**src/hmrp_pkg.sv**
```systemverilog
// Shared constants, types and method decode functions for the request line parser
`timescale 1ns / 1ps

package hmrp_pkg;

	// longest buffer searched, bytes beyond it are ignored
	localparam int MAX_LEN = 4096;
	// shortest buffer that may carry a recognized method
	localparam int MIN_LEN = 16;

	localparam int POS_W   = $clog2(MAX_LEN + 1);
	localparam int IDX_W   = $clog2(MAX_LEN);
	localparam int ROUTE_W = 13;
	localparam int METH_W  = 3;
	localparam int BEGIN_W = 4;
	localparam int OUT_W   = 24;

	localparam logic [7:0] CHR_SPACE = 8'h20;
	localparam logic [7:0] CHR_NUL   = 8'h00;

	// first four bytes, first byte in the top bits
	localparam logic [31:0] PFX_GET  = 32'h47455420;
	localparam logic [31:0] PFX_POST = 32'h504F5354;
	localparam logic [31:0] PFX_PUT  = 32'h50555420;
	localparam logic [31:0] PFX_PATC = 32'h50415443;
	localparam logic [31:0] PFX_DELE = 32'h44454C45;
	localparam logic [31:0] PFX_OPTI = 32'h4F505449;

	typedef enum logic [METH_W-1:0] {
		METH_NONE    = 3'd0,
		METH_GET     = 3'd1,
		METH_POST    = 3'd2,
		METH_PUT     = 3'd3,
		METH_PATCH   = 3'd4,
		METH_DELETE  = 3'd5,
		METH_OPTIONS = 3'd6
	} method_t;

	// one parse result
	typedef struct packed {
		logic               too_long;
		logic               route_found;
		logic [ROUTE_W-1:0] route_last;
		logic [BEGIN_W-1:0] route_begin;
		method_t            method_code;
	} result_t;

	// input stage control toward the scan core
	typedef struct packed {
		logic       valid;
		logic       step;
		logic       last;
		logic [7:0] data;
	} stage_t;

	function automatic method_t method_of_prefix(input logic [31:0] p);
		method_t m;
		unique case (p)
			PFX_GET:  m = METH_GET;
			PFX_POST: m = METH_POST;
			PFX_PUT:  m = METH_PUT;
			PFX_PATC: m = METH_PATCH;
			PFX_DELE: m = METH_DELETE;
			PFX_OPTI: m = METH_OPTIONS;
			default:  m = METH_NONE;
		endcase
		return m;
	endfunction

	function automatic logic [BEGIN_W-1:0] start_of_method(input method_t m);
		logic [BEGIN_W-1:0] s;
		unique case (m)
			METH_GET:     s = 4'd4;
			METH_POST:    s = 4'd5;
			METH_PUT:     s = 4'd4;
			METH_PATCH:   s = 4'd6;
			METH_DELETE:  s = 4'd7;
			METH_OPTIONS: s = 4'd8;
			default:      s = 4'd0;
		endcase
		return s;
	endfunction

endpackage

```
**src/hmrp_in_stage.sv**
```systemverilog
// Input register stage with stall control toward the result register
`timescale 1ns / 1ps

module hmrp_in_stage
	import hmrp_pkg::*;
(
	input  logic       clk,
	input  logic       arst_n,
	input  logic       s_tvalid,
	output logic       s_tready,
	input  logic [7:0] s_tdata,  // data_byte [7:0]
	input  logic       s_tlast,
	input  logic       out_free,
	output stage_t     stage
);

	logic       valid_s1;
	logic       last_s1;
	logic [7:0] data_s1;
	logic       step;

	// a non-final byte never needs the result register
	assign step     = valid_s1 && (!last_s1 || out_free);
	assign s_tready = !valid_s1 || step;

	// control part of the stage
	always_ff @(posedge clk or negedge arst_n) begin
		if (!arst_n) begin
			valid_s1 <= 1'b0;
		end else if (s_tready) begin
			valid_s1 <= s_tvalid;
		end
	end

	// payload part of the stage
	always_ff @(posedge clk) begin
		if (s_tready && s_tvalid) begin
			data_s1 <= s_tdata;
			last_s1 <= s_tlast;
		end
	end

	assign stage = '{valid: valid_s1, step: step, last: last_s1, data: data_s1};

endmodule

```
**src/hmrp_scan.sv**
```systemverilog
// Per-byte prefix capture, space search and result formation
`timescale 1ns / 1ps

module hmrp_scan
	import hmrp_pkg::*;
(
	input  logic    clk,
	input  logic    arst_n,
	input  stage_t  stage,
	output result_t res
);

	logic [POS_W-1:0] pos_q, pos_d;
	logic             ovf_q, ovf_d;
	logic [23:0]      prefix_q, prefix_d;
	method_t          cand_q, cand_d;
	logic [IDX_W-1:0] zpos_q, zpos_d;
	logic             zfound_q, zfound_d, zdone_q, zdone_d;
	logic [IDX_W-1:0] spos_q, spos_d;
	logic             sfound_q, sfound_d, sdone_q, sdone_d;

	logic               in_range;
	logic               is_space;
	logic               is_nul;
	logic [BEGIN_W-1:0] cand_start;
	logic               use_start;
	logic               found;
	logic [IDX_W-1:0]   pos_sel;

	assign in_range   = pos_q < POS_W'(MAX_LEN);
	assign is_space   = stage.data == CHR_SPACE;
	assign is_nul     = stage.data == CHR_NUL;
	assign cand_start = start_of_method(cand_q);

	// next state for the current byte
	always_comb begin
		pos_d    = pos_q;
		ovf_d    = ovf_q;
		prefix_d = prefix_q;
		cand_d   = cand_q;
		zpos_d   = zpos_q;
		zfound_d = zfound_q;
		zdone_d  = zdone_q;
		spos_d   = spos_q;
		sfound_d = sfound_q;
		sdone_d  = sdone_q;
		if (in_range) begin
			pos_d = pos_q + POS_W'(1);
			if (pos_q < POS_W'(4)) begin
				prefix_d = {prefix_q[15:0], stage.data};
				if (pos_q == POS_W'(3)) begin
					cand_d = method_of_prefix({prefix_q, stage.data});
				end
			end
			// search from offset zero
			if (!zdone_q && (is_nul || is_space)) begin
				zdone_d  = 1'b1;
				zfound_d = is_space;
				zpos_d   = pos_q[IDX_W-1:0];
			end
			// search from the method's route offset
			if (cand_q != METH_NONE && pos_q >= POS_W'(cand_start) && !sdone_q
				&& (is_nul || is_space)) begin
				sdone_d  = 1'b1;
				sfound_d = is_space;
				spos_d   = pos_q[IDX_W-1:0];
			end
		end else begin
			ovf_d = 1'b1;
		end
	end

	// result from the updated state
	always_comb begin
		use_start       = (pos_d >= POS_W'(MIN_LEN)) && (cand_d != METH_NONE);
		found           = use_start ? sfound_d : zfound_d;
		pos_sel         = use_start ? spos_d : zpos_d;
		res.method_code = (use_start && found) ? cand_d : METH_NONE;
		res.route_begin = use_start ? start_of_method(cand_d) : '0;
		res.route_last  = found ? (ROUTE_W'(pos_sel) - ROUTE_W'(1)) : '0;
		res.route_found = found;
		res.too_long    = ovf_d;
	end

	// state registers, cleared after the final byte
	always_ff @(posedge clk or negedge arst_n) begin
		if (!arst_n) begin
			pos_q    <= '0;
			ovf_q    <= 1'b0;
			prefix_q <= '0;
			cand_q   <= METH_NONE;
			zpos_q   <= '0;
			zfound_q <= 1'b0;
			zdone_q  <= 1'b0;
			spos_q   <= '0;
			sfound_q <= 1'b0;
			sdone_q  <= 1'b0;
		end else if (stage.step) begin
			if (stage.last) begin
				pos_q    <= '0;
				ovf_q    <= 1'b0;
				prefix_q <= '0;
				cand_q   <= METH_NONE;
				zpos_q   <= '0;
				zfound_q <= 1'b0;
				zdone_q  <= 1'b0;
				spos_q   <= '0;
				sfound_q <= 1'b0;
				sdone_q  <= 1'b0;
			end else begin
				pos_q    <= pos_d;
				ovf_q    <= ovf_d;
				prefix_q <= prefix_d;
				cand_q   <= cand_d;
				zpos_q   <= zpos_d;
				zfound_q <= zfound_d;
				zdone_q  <= zdone_d;
				spos_q   <= spos_d;
				sfound_q <= sfound_d;
				sdone_q  <= sdone_d;
			end
		end
	end

endmodule

```
**src/http_method_route_parser.sv**
```systemverilog
// Top level of the request line method and route parser
`timescale 1ns / 1ps

// Takes one request byte per cycle (tlast on the final byte of a buffer) and
// gives one request on the master side per buffer, at its final byte: the
// method code, the offset where the route search began, the position of the
// first space minus one, a found flag and an overlong flag. Bytes are taken
// back to back at one per cycle; a result passes through the input register
// and then the result register after its final byte is accepted. A
// result waiting on m_tready stalls the input only when another final byte
// reaches the input register. Bytes at positions of MAX_LEN and beyond are
// not searched.
module http_method_route_parser
	import hmrp_pkg::*;
(
	input  logic             clk,
	input  logic             arst_n,
	input  logic             s_tvalid,
	output logic             s_tready,
	input  logic [7:0]       s_tdata,  // data_byte [7:0]
	input  logic             s_tlast,  // is_last
	output logic             m_tvalid,
	input  logic             m_tready,
	// method_code [2:0], route_begin [6:3], route_last [19:7],
	// route_found [20], too_long [21], zero [23:22]
	output logic [OUT_W-1:0] m_tdata
);

	stage_t  stage;
	result_t res;
	logic    out_free;
	logic    load;
	logic    out_valid_q;
	result_t out_q;

	assign out_free = !out_valid_q || m_tready;
	assign load     = stage.step && stage.last;

	hmrp_in_stage u_in_stage (
		.clk      (clk),
		.arst_n   (arst_n),
		.s_tvalid (s_tvalid),
		.s_tready (s_tready),
		.s_tdata  (s_tdata),
		.s_tlast  (s_tlast),
		.out_free (out_free),
		.stage    (stage)
	);

	hmrp_scan u_scan (
		.clk    (clk),
		.arst_n (arst_n),
		.stage  (stage),
		.res    (res)
	);

	// result register valid
	always_ff @(posedge clk or negedge arst_n) begin
		if (!arst_n) begin
			out_valid_q <= 1'b0;
		end else if (out_free) begin
			out_valid_q <= load;
		end
	end

	// result register payload
	always_ff @(posedge clk) begin
		if (load) begin
			out_q <= res;
		end
	end

	assign m_tvalid = out_valid_q;
	assign m_tdata  = {{(OUT_W - $bits(result_t)){1'b0}}, out_q};

	// a held result is never overwritten
	a_no_overwrite: assert property (@(posedge clk) disable iff (!arst_n)
		!(load && out_valid_q && !m_tready))
		else $error("result overwritten while held");

	// an empty input register always takes a request
	a_empty_ready: assert property (@(posedge clk) disable iff (!arst_n)
		!stage.valid |-> s_tready)
		else $error("input stalled while empty");

	// no space means no method and no route end
	a_not_found: assert property (@(posedge clk) disable iff (!arst_n)
		out_valid_q && !out_q.route_found |->
		(out_q.method_code == METH_NONE) && (out_q.route_last == '0))
		else $error("route fields set without a space");

	// a recognized method always has a nonzero route start
	a_begin: assert property (@(posedge clk) disable iff (!arst_n)
		out_valid_q && (out_q.method_code != METH_NONE) |-> (out_q.route_begin != '0))
		else $error("method without route start");

endmodule

```
**config.mk**
```make
export PLATFORM = sky130hd
export DESIGN_NAME = http_method_route_parser
export DESIGN_NICKNAME = d
export VERILOG_FILES = /design/src/hmrp_pkg.sv /design/src/hmrp_in_stage.sv /design/src/hmrp_scan.sv /design/src/http_method_route_parser.sv
export SDC_FILE = /design/constraint.sdc
export NUM_CORES = 1
export LEC_CHECK = 0
export BUFFER_PORTS_ARGS = -buffer_cell sky130_fd_sc_hd__buf_4
export CAP_MARGIN = 20
export CORE_UTILIZATION = 56
export CTS_CLUSTER_SIZE = 28
export DETAILED_ROUTE_END_ITERATION = 12
export GPL_ROUTABILITY_DRIVEN = 0
export GPL_TIMING_DRIVEN = 0
export PLACE_DENSITY = 0.75
export RECOVER_POWER = 25
export REMOVE_ABC_BUFFERS = 1
export SKIP_CTS_REPAIR_TIMING = 1
export SYNTH_ARGS = -nofsm -noshare
export SYNTH_HDL_FRONTEND = slang
export SYNTH_HIERARCHICAL = 1
export SYNTH_SLANG_ARGS = --single-unit
```
**constraint.sdc**
```tcl
create_clock -name clk -period 8.8 [get_ports clk]
set_input_delay 1.76 -clock clk [delete_from_list [all_inputs] [get_ports clk]]
set_output_delay 1.76 -clock clk [all_outputs]
set_load 0.005 [all_outputs]
```
=== Word-level counts from Yosys, hierarchy flattened ===
Cells that the tools add are included.

* Flip-flop bits (word level): 102
* Bits in read-only memories: 0
* Output and inout port bits: 26
* Word-level logic and storage cells: 109
* Memories kept: 0
* Latch bits: 0
* Bits in writable memories: 0

* Reduce and logical (&&, ||, !) cells: 30
* Shifts and indexed selects: 0
* Multipliers: 0
* Div/mod/pow operators: 0
* Muxes and demuxes: 34
* Add/sub/neg operators: 2
* $lt $le $gt $ge: 4
* Eq/ne operators: 20
* Bitwise gates (word level): 0

{| class="wikitable"
|+ Operator list
! cell !! number
|-
| $eq A32 B31 Y1 const B || 6
|-
| $mux W12 || 7
|-
| $mux W24 || 3
|-
| $pmux W4 S5 || 2
|-
| $mux W13 || 2
|-
| $eq A3 B3 Y1 const B || 6
|-
| $pmux W3 S6 || 1
|-
| $mux W1 || 15
|-
| $add A13 B1 Y13 const B || 1
|-
| $eq A13 B2 Y1 const B || 1
|-
| $ge A13 B4 Y1 || 1
|-
| $ge A13 B5 Y1 const B || 1
|-
| $lt A13 B13 Y1 const B || 1
|-
| $lt A13 B3 Y1 const B || 1
|-
| $sub A12 B1 Y13 const B || 1
|-
| $eq A3 B2 Y1 const B || 4
|-
| $mux W3 || 4
|-
| $logic_and A1 B1 Y1 || 9
|-
| $reduce_and A3 Y1 || 3
|-
| $eq A8 B6 Y1 const B || 1
|-
| $logic_not A8 Y1 || 1
|-
| $reduce_bool A2 Y1 || 4
|-
| $eq A3 B1 Y1 const B || 2
|-
| $reduce_bool A3 Y1 || 2
|-
| other kinds (3) || 11
|}

=== Longest topological paths before layout ===
* Depth after elaboration: 11
* Gate-level depth with buffers: 18
* Depth with buffers taken out: 16

=== Modules after synthesis ===
Netlist, hierarchy kept.

{| class="wikitable"
|+ By module, submodules not included
! module !! area an instance (um^2) !! times used !! cells each
|-
| hmrp_scan || 4491.8 || 1 || 513
|-
| http_method_route_parser || 732.0 || 1 || 30
|-
| hmrp_in_stage || 364.1 || 1 || 18
|}

=== Worst setup path before layout ===
Ideal clock, no wire load.

* Path type: input -> output
* Start point: input m_tready
* End point: output s_tready
* Path slack: 4.998 ns
* Required time: 7.040 ns
* Path buffers: 0
* Stages: 2
* Arrival time: 2.042 ns
* Cells stage by stage: nand2b_4 nand3b_4

* Word-level cells in the longest chain between the ends: 4

{| class="wikitable"
|+ Ends and longest elaborated chain
! item !! RTL line !! text
|-
| start, declared || http_method_route_parser.sv:23 || <nowiki>input logic m_tready,</nowiki>
|-
| $logic_or A1 B1 Y1 || http_method_route_parser.sv:36 || <nowiki>assign out_free = !out_valid_q || m_tready;</nowiki>
|-
| $logic_or A1 B1 Y1 || hmrp_in_stage.sv:23 || <nowiki>assign step = valid_s1 && (!last_s1 || out_free);</nowiki>
|-
| $logic_and A1 B1 Y1 || hmrp_in_stage.sv:23 ||
|-
| $logic_or A1 B1 Y1 || hmrp_in_stage.sv:24 || <nowiki>assign s_tready = !valid_s1 || step;</nowiki>
|-
| end, declared || http_method_route_parser.sv:19 || <nowiki>output logic s_tready,</nowiki>
|}

Every way passes these cells.

==> flow_summary.json <==
{
  "status": "finished with violations",
  "violations": "max-capacitance violations, max-slew violations",
  "core_area_um2": 9730,
  "overflow": 0,
  "max_stage_delay_ns": 2.68,
  "crit_family": "buffers and inverters",
  "port_buffers": 36,
  "yosysWarningCount": 6,
  "area_growth_syn_to_layout_pct": 8.92,
  "ctsRootBufferMaster": "clkbuf_8",
  "drv_slew": 72,
  "place_area_um2": 5900,
  "reg2reg_to": "m_tdata[18]",
  "reg2reg_slack_ns": 4.49,
  "maxCapViolations": 1,
  "antenna_found_initial": 0,
  "grt_util_all_layers_pct": 25.9,
  "finalCriticalPeriod_ns": 4.88,
  "dp_hpwl_mm": 8.66,
  "rsz0062_at_grt": "no",
  "ff2ff_path_depth": 14,
  "p_leak_nw": 2.50,
  "worstPathRequired_ns": 8.41,
  "start_util_pct": 57.4,
  "dieArea_um2": 10400,
  "fmax_ghz": 0.205,
  "clk_pin_slew_worst_paths_ns": 0.09,
  "std_cell_rows": 36,
  "clkLatencyLatePin_ns": 0.38,
  "viasPerCell": 6.36,
  "cp-endpoint": "u_scan/cand_q[0]",
  "worstSetupPathType": "in -> async",
  "critical_path_depth": 1,
  "drive_gt1_share_pct": 14.2,
  "share_comb_of_total_power_pct": 30.2,
  "first_iter_violations": 424,
  "cts_tree": "yes",
  "crit_path_start": "arst_n",
  "slew_headroom_pct": -158,
  "post-route-period-util_pct": 55.5,
  "power.switching_mw": 0.452,
  "critPathMaxFanout": 71,
  "clockBufferDepth": 2,
  "end_kind": "asynchronous set/reset pin",
  "grt_max_degree": 72,
  "dr.pass1.iters": 7,
  "pwr-share-seq_pct": 48.3,
  "power.internal_mw": 0.866,
  "clockPowerShare_pct": 21.5,
  "ioPinCount": 39,
  "die_h_um": 102,
  "hold_viol": 0,
  "syn-mean-instance-area_um2": 9.96,
  "worst_pin_slew_ns": 3.87,
  "htree_levels": 3,
  "grt_first_pass_wirelength_mm": 20.6,
  "crit_chain": "clkbuf_1",
  "hold_path_class": "reg -> reg",
  "syn_inst": 560,
  "detail-route-antenna-nets": 0,
  "clock_skew_ns": 0.00900,
  "dieWidth_um": 102,
  "avgRoutedWirePerCell_um": 18.1,
  "crit-reg2reg-launch": "u_scan/cand_q[2]",
  "netlist_area_um2": 5580,
  "cts_sinks": 102,
  "routed_wl_mm": 12.8,
  "grt_pass1_vias": 4087,
  "vdd_drop_max_mv": 0.0947,
  "p_per_area_nw_per_um2": 217,
  "fin_tns_setup_ns": 0,
  "startpoint_type": "primary input",
  "drc": 0,
  "setup_violations": 0,
  "finalNetCount": 586,
  "final_area_um2": 6080,
  "antenna_cells": 0,
  "vias": 4481,
  "cts_buffers": 9,
  "crit_buf_inv": 1,
  "swShare_pct": 34.3,
  "arrival_ns": 4.49,
  "slowest_stage": "clkbuf_1"
}
## power groups by stage
stage / Clock (mW) / Combinational, mW / Sequential, mW
after global placement: 0 / 0.372 / 0.642
final: 0.283 / 0.398 / 0.637
after floorplan: 0 / 0.294 / 0.625
after detailed placement: 0 / 0.394 / 0.643
after global routing: 0.308 / 0.440 / 0.646
after CTS: 0.288 / 0.395 / 0.634
## sequential cells by signal, summed over array words and instances (netlist names)
register             cells
m_tvalid                 1
u_scan/zpos_q           12
u_scan/zdone_q           1
u_scan/pos_q            13
u_scan/sdone_q           1
u_scan/ovf_q             1
u_scan/sfound_q          1
u_scan/zfound_q          1
m_tdata                 22
u_in_stage/data_s1       8
u_in_stage/valid_s1      1
u_scan/cand_q            3
u_scan/spos_q           12
u_scan/prefix_q         24
u_in_stage/last_s1       1
## layout make-up
cell class	instances	area, µm²
clock buffers	11	153
fillers	836	3650
repair buffers	40	357
well taps	133	166
multi-input cells	372	2500
flip-flops and latches	102	2710
inverters	42	158
clock inverters	5	32.5
## cell usage in the layout, fill, tap and decap left out, types with 6 or more instances in the layout
cell type	n
clkbuf_8	9
nand2b_1	13
o22ai_1	35
nand2_1	23
nor3b_1	6
nand3_1	23
inv_1	42
edfxtp_1	31
nand4_1	6
a21oi_1	19
nor2_1	46
a22oi_1	22
ha_1	6
nor3_1	10
dfrtp_1	71
buf_4	27
a22o_1	30
clkbuf_4	9
o21ai_0	19
## metal layers
metal	vias to the layer above	part of all wire (%)	global-route usage (%)
li1	2092	-	-
met4	0	1.5	10.3
met5	-	0	0
met3	18	6.2	3.56
met2	179	45	38.8
met1	2192	47	38.4
## per-stage QoR
stage	setup WS [ns]	std cells	util (%)	total power [mW]	hold WS, ns
after floorplan	2.00	516	-	0.920	0.464
after global placement	-1.14	685	59.7	1.01	0.482
after detailed placement	4.14	688	60.7	1.04	0.503
after CTS	4.03	704	62.6	1.32	0.529
after global routing	3.18	705	62.5	1.39	0.541
final	3.92	705	62.5	1.32	0.525
## how the worst min path moves through the flow
stage	from	end	slack, ns	cells after the start
4_1_cts	u_scan/prefix_q[23]	u_scan/prefix_q[23]	0.53	1
3_5_place_dp	u_scan/prefix_q[23]	u_scan/prefix_q[23]	0.50	1
5_1_grt	u_scan/prefix_q[22]	u_scan/prefix_q[22]	0.54	1
2_1_floorplan	u_scan/prefix_q[23]	u_scan/prefix_q[23]	0.46	1
3_3_place_gp	u_scan/prefix_q[23]	u_scan/prefix_q[23]	0.48	1
6_report	u_scan/prefix_q[23]	u_scan/prefix_q[23]	0.53	1
(Power assumes the default switching activity.)
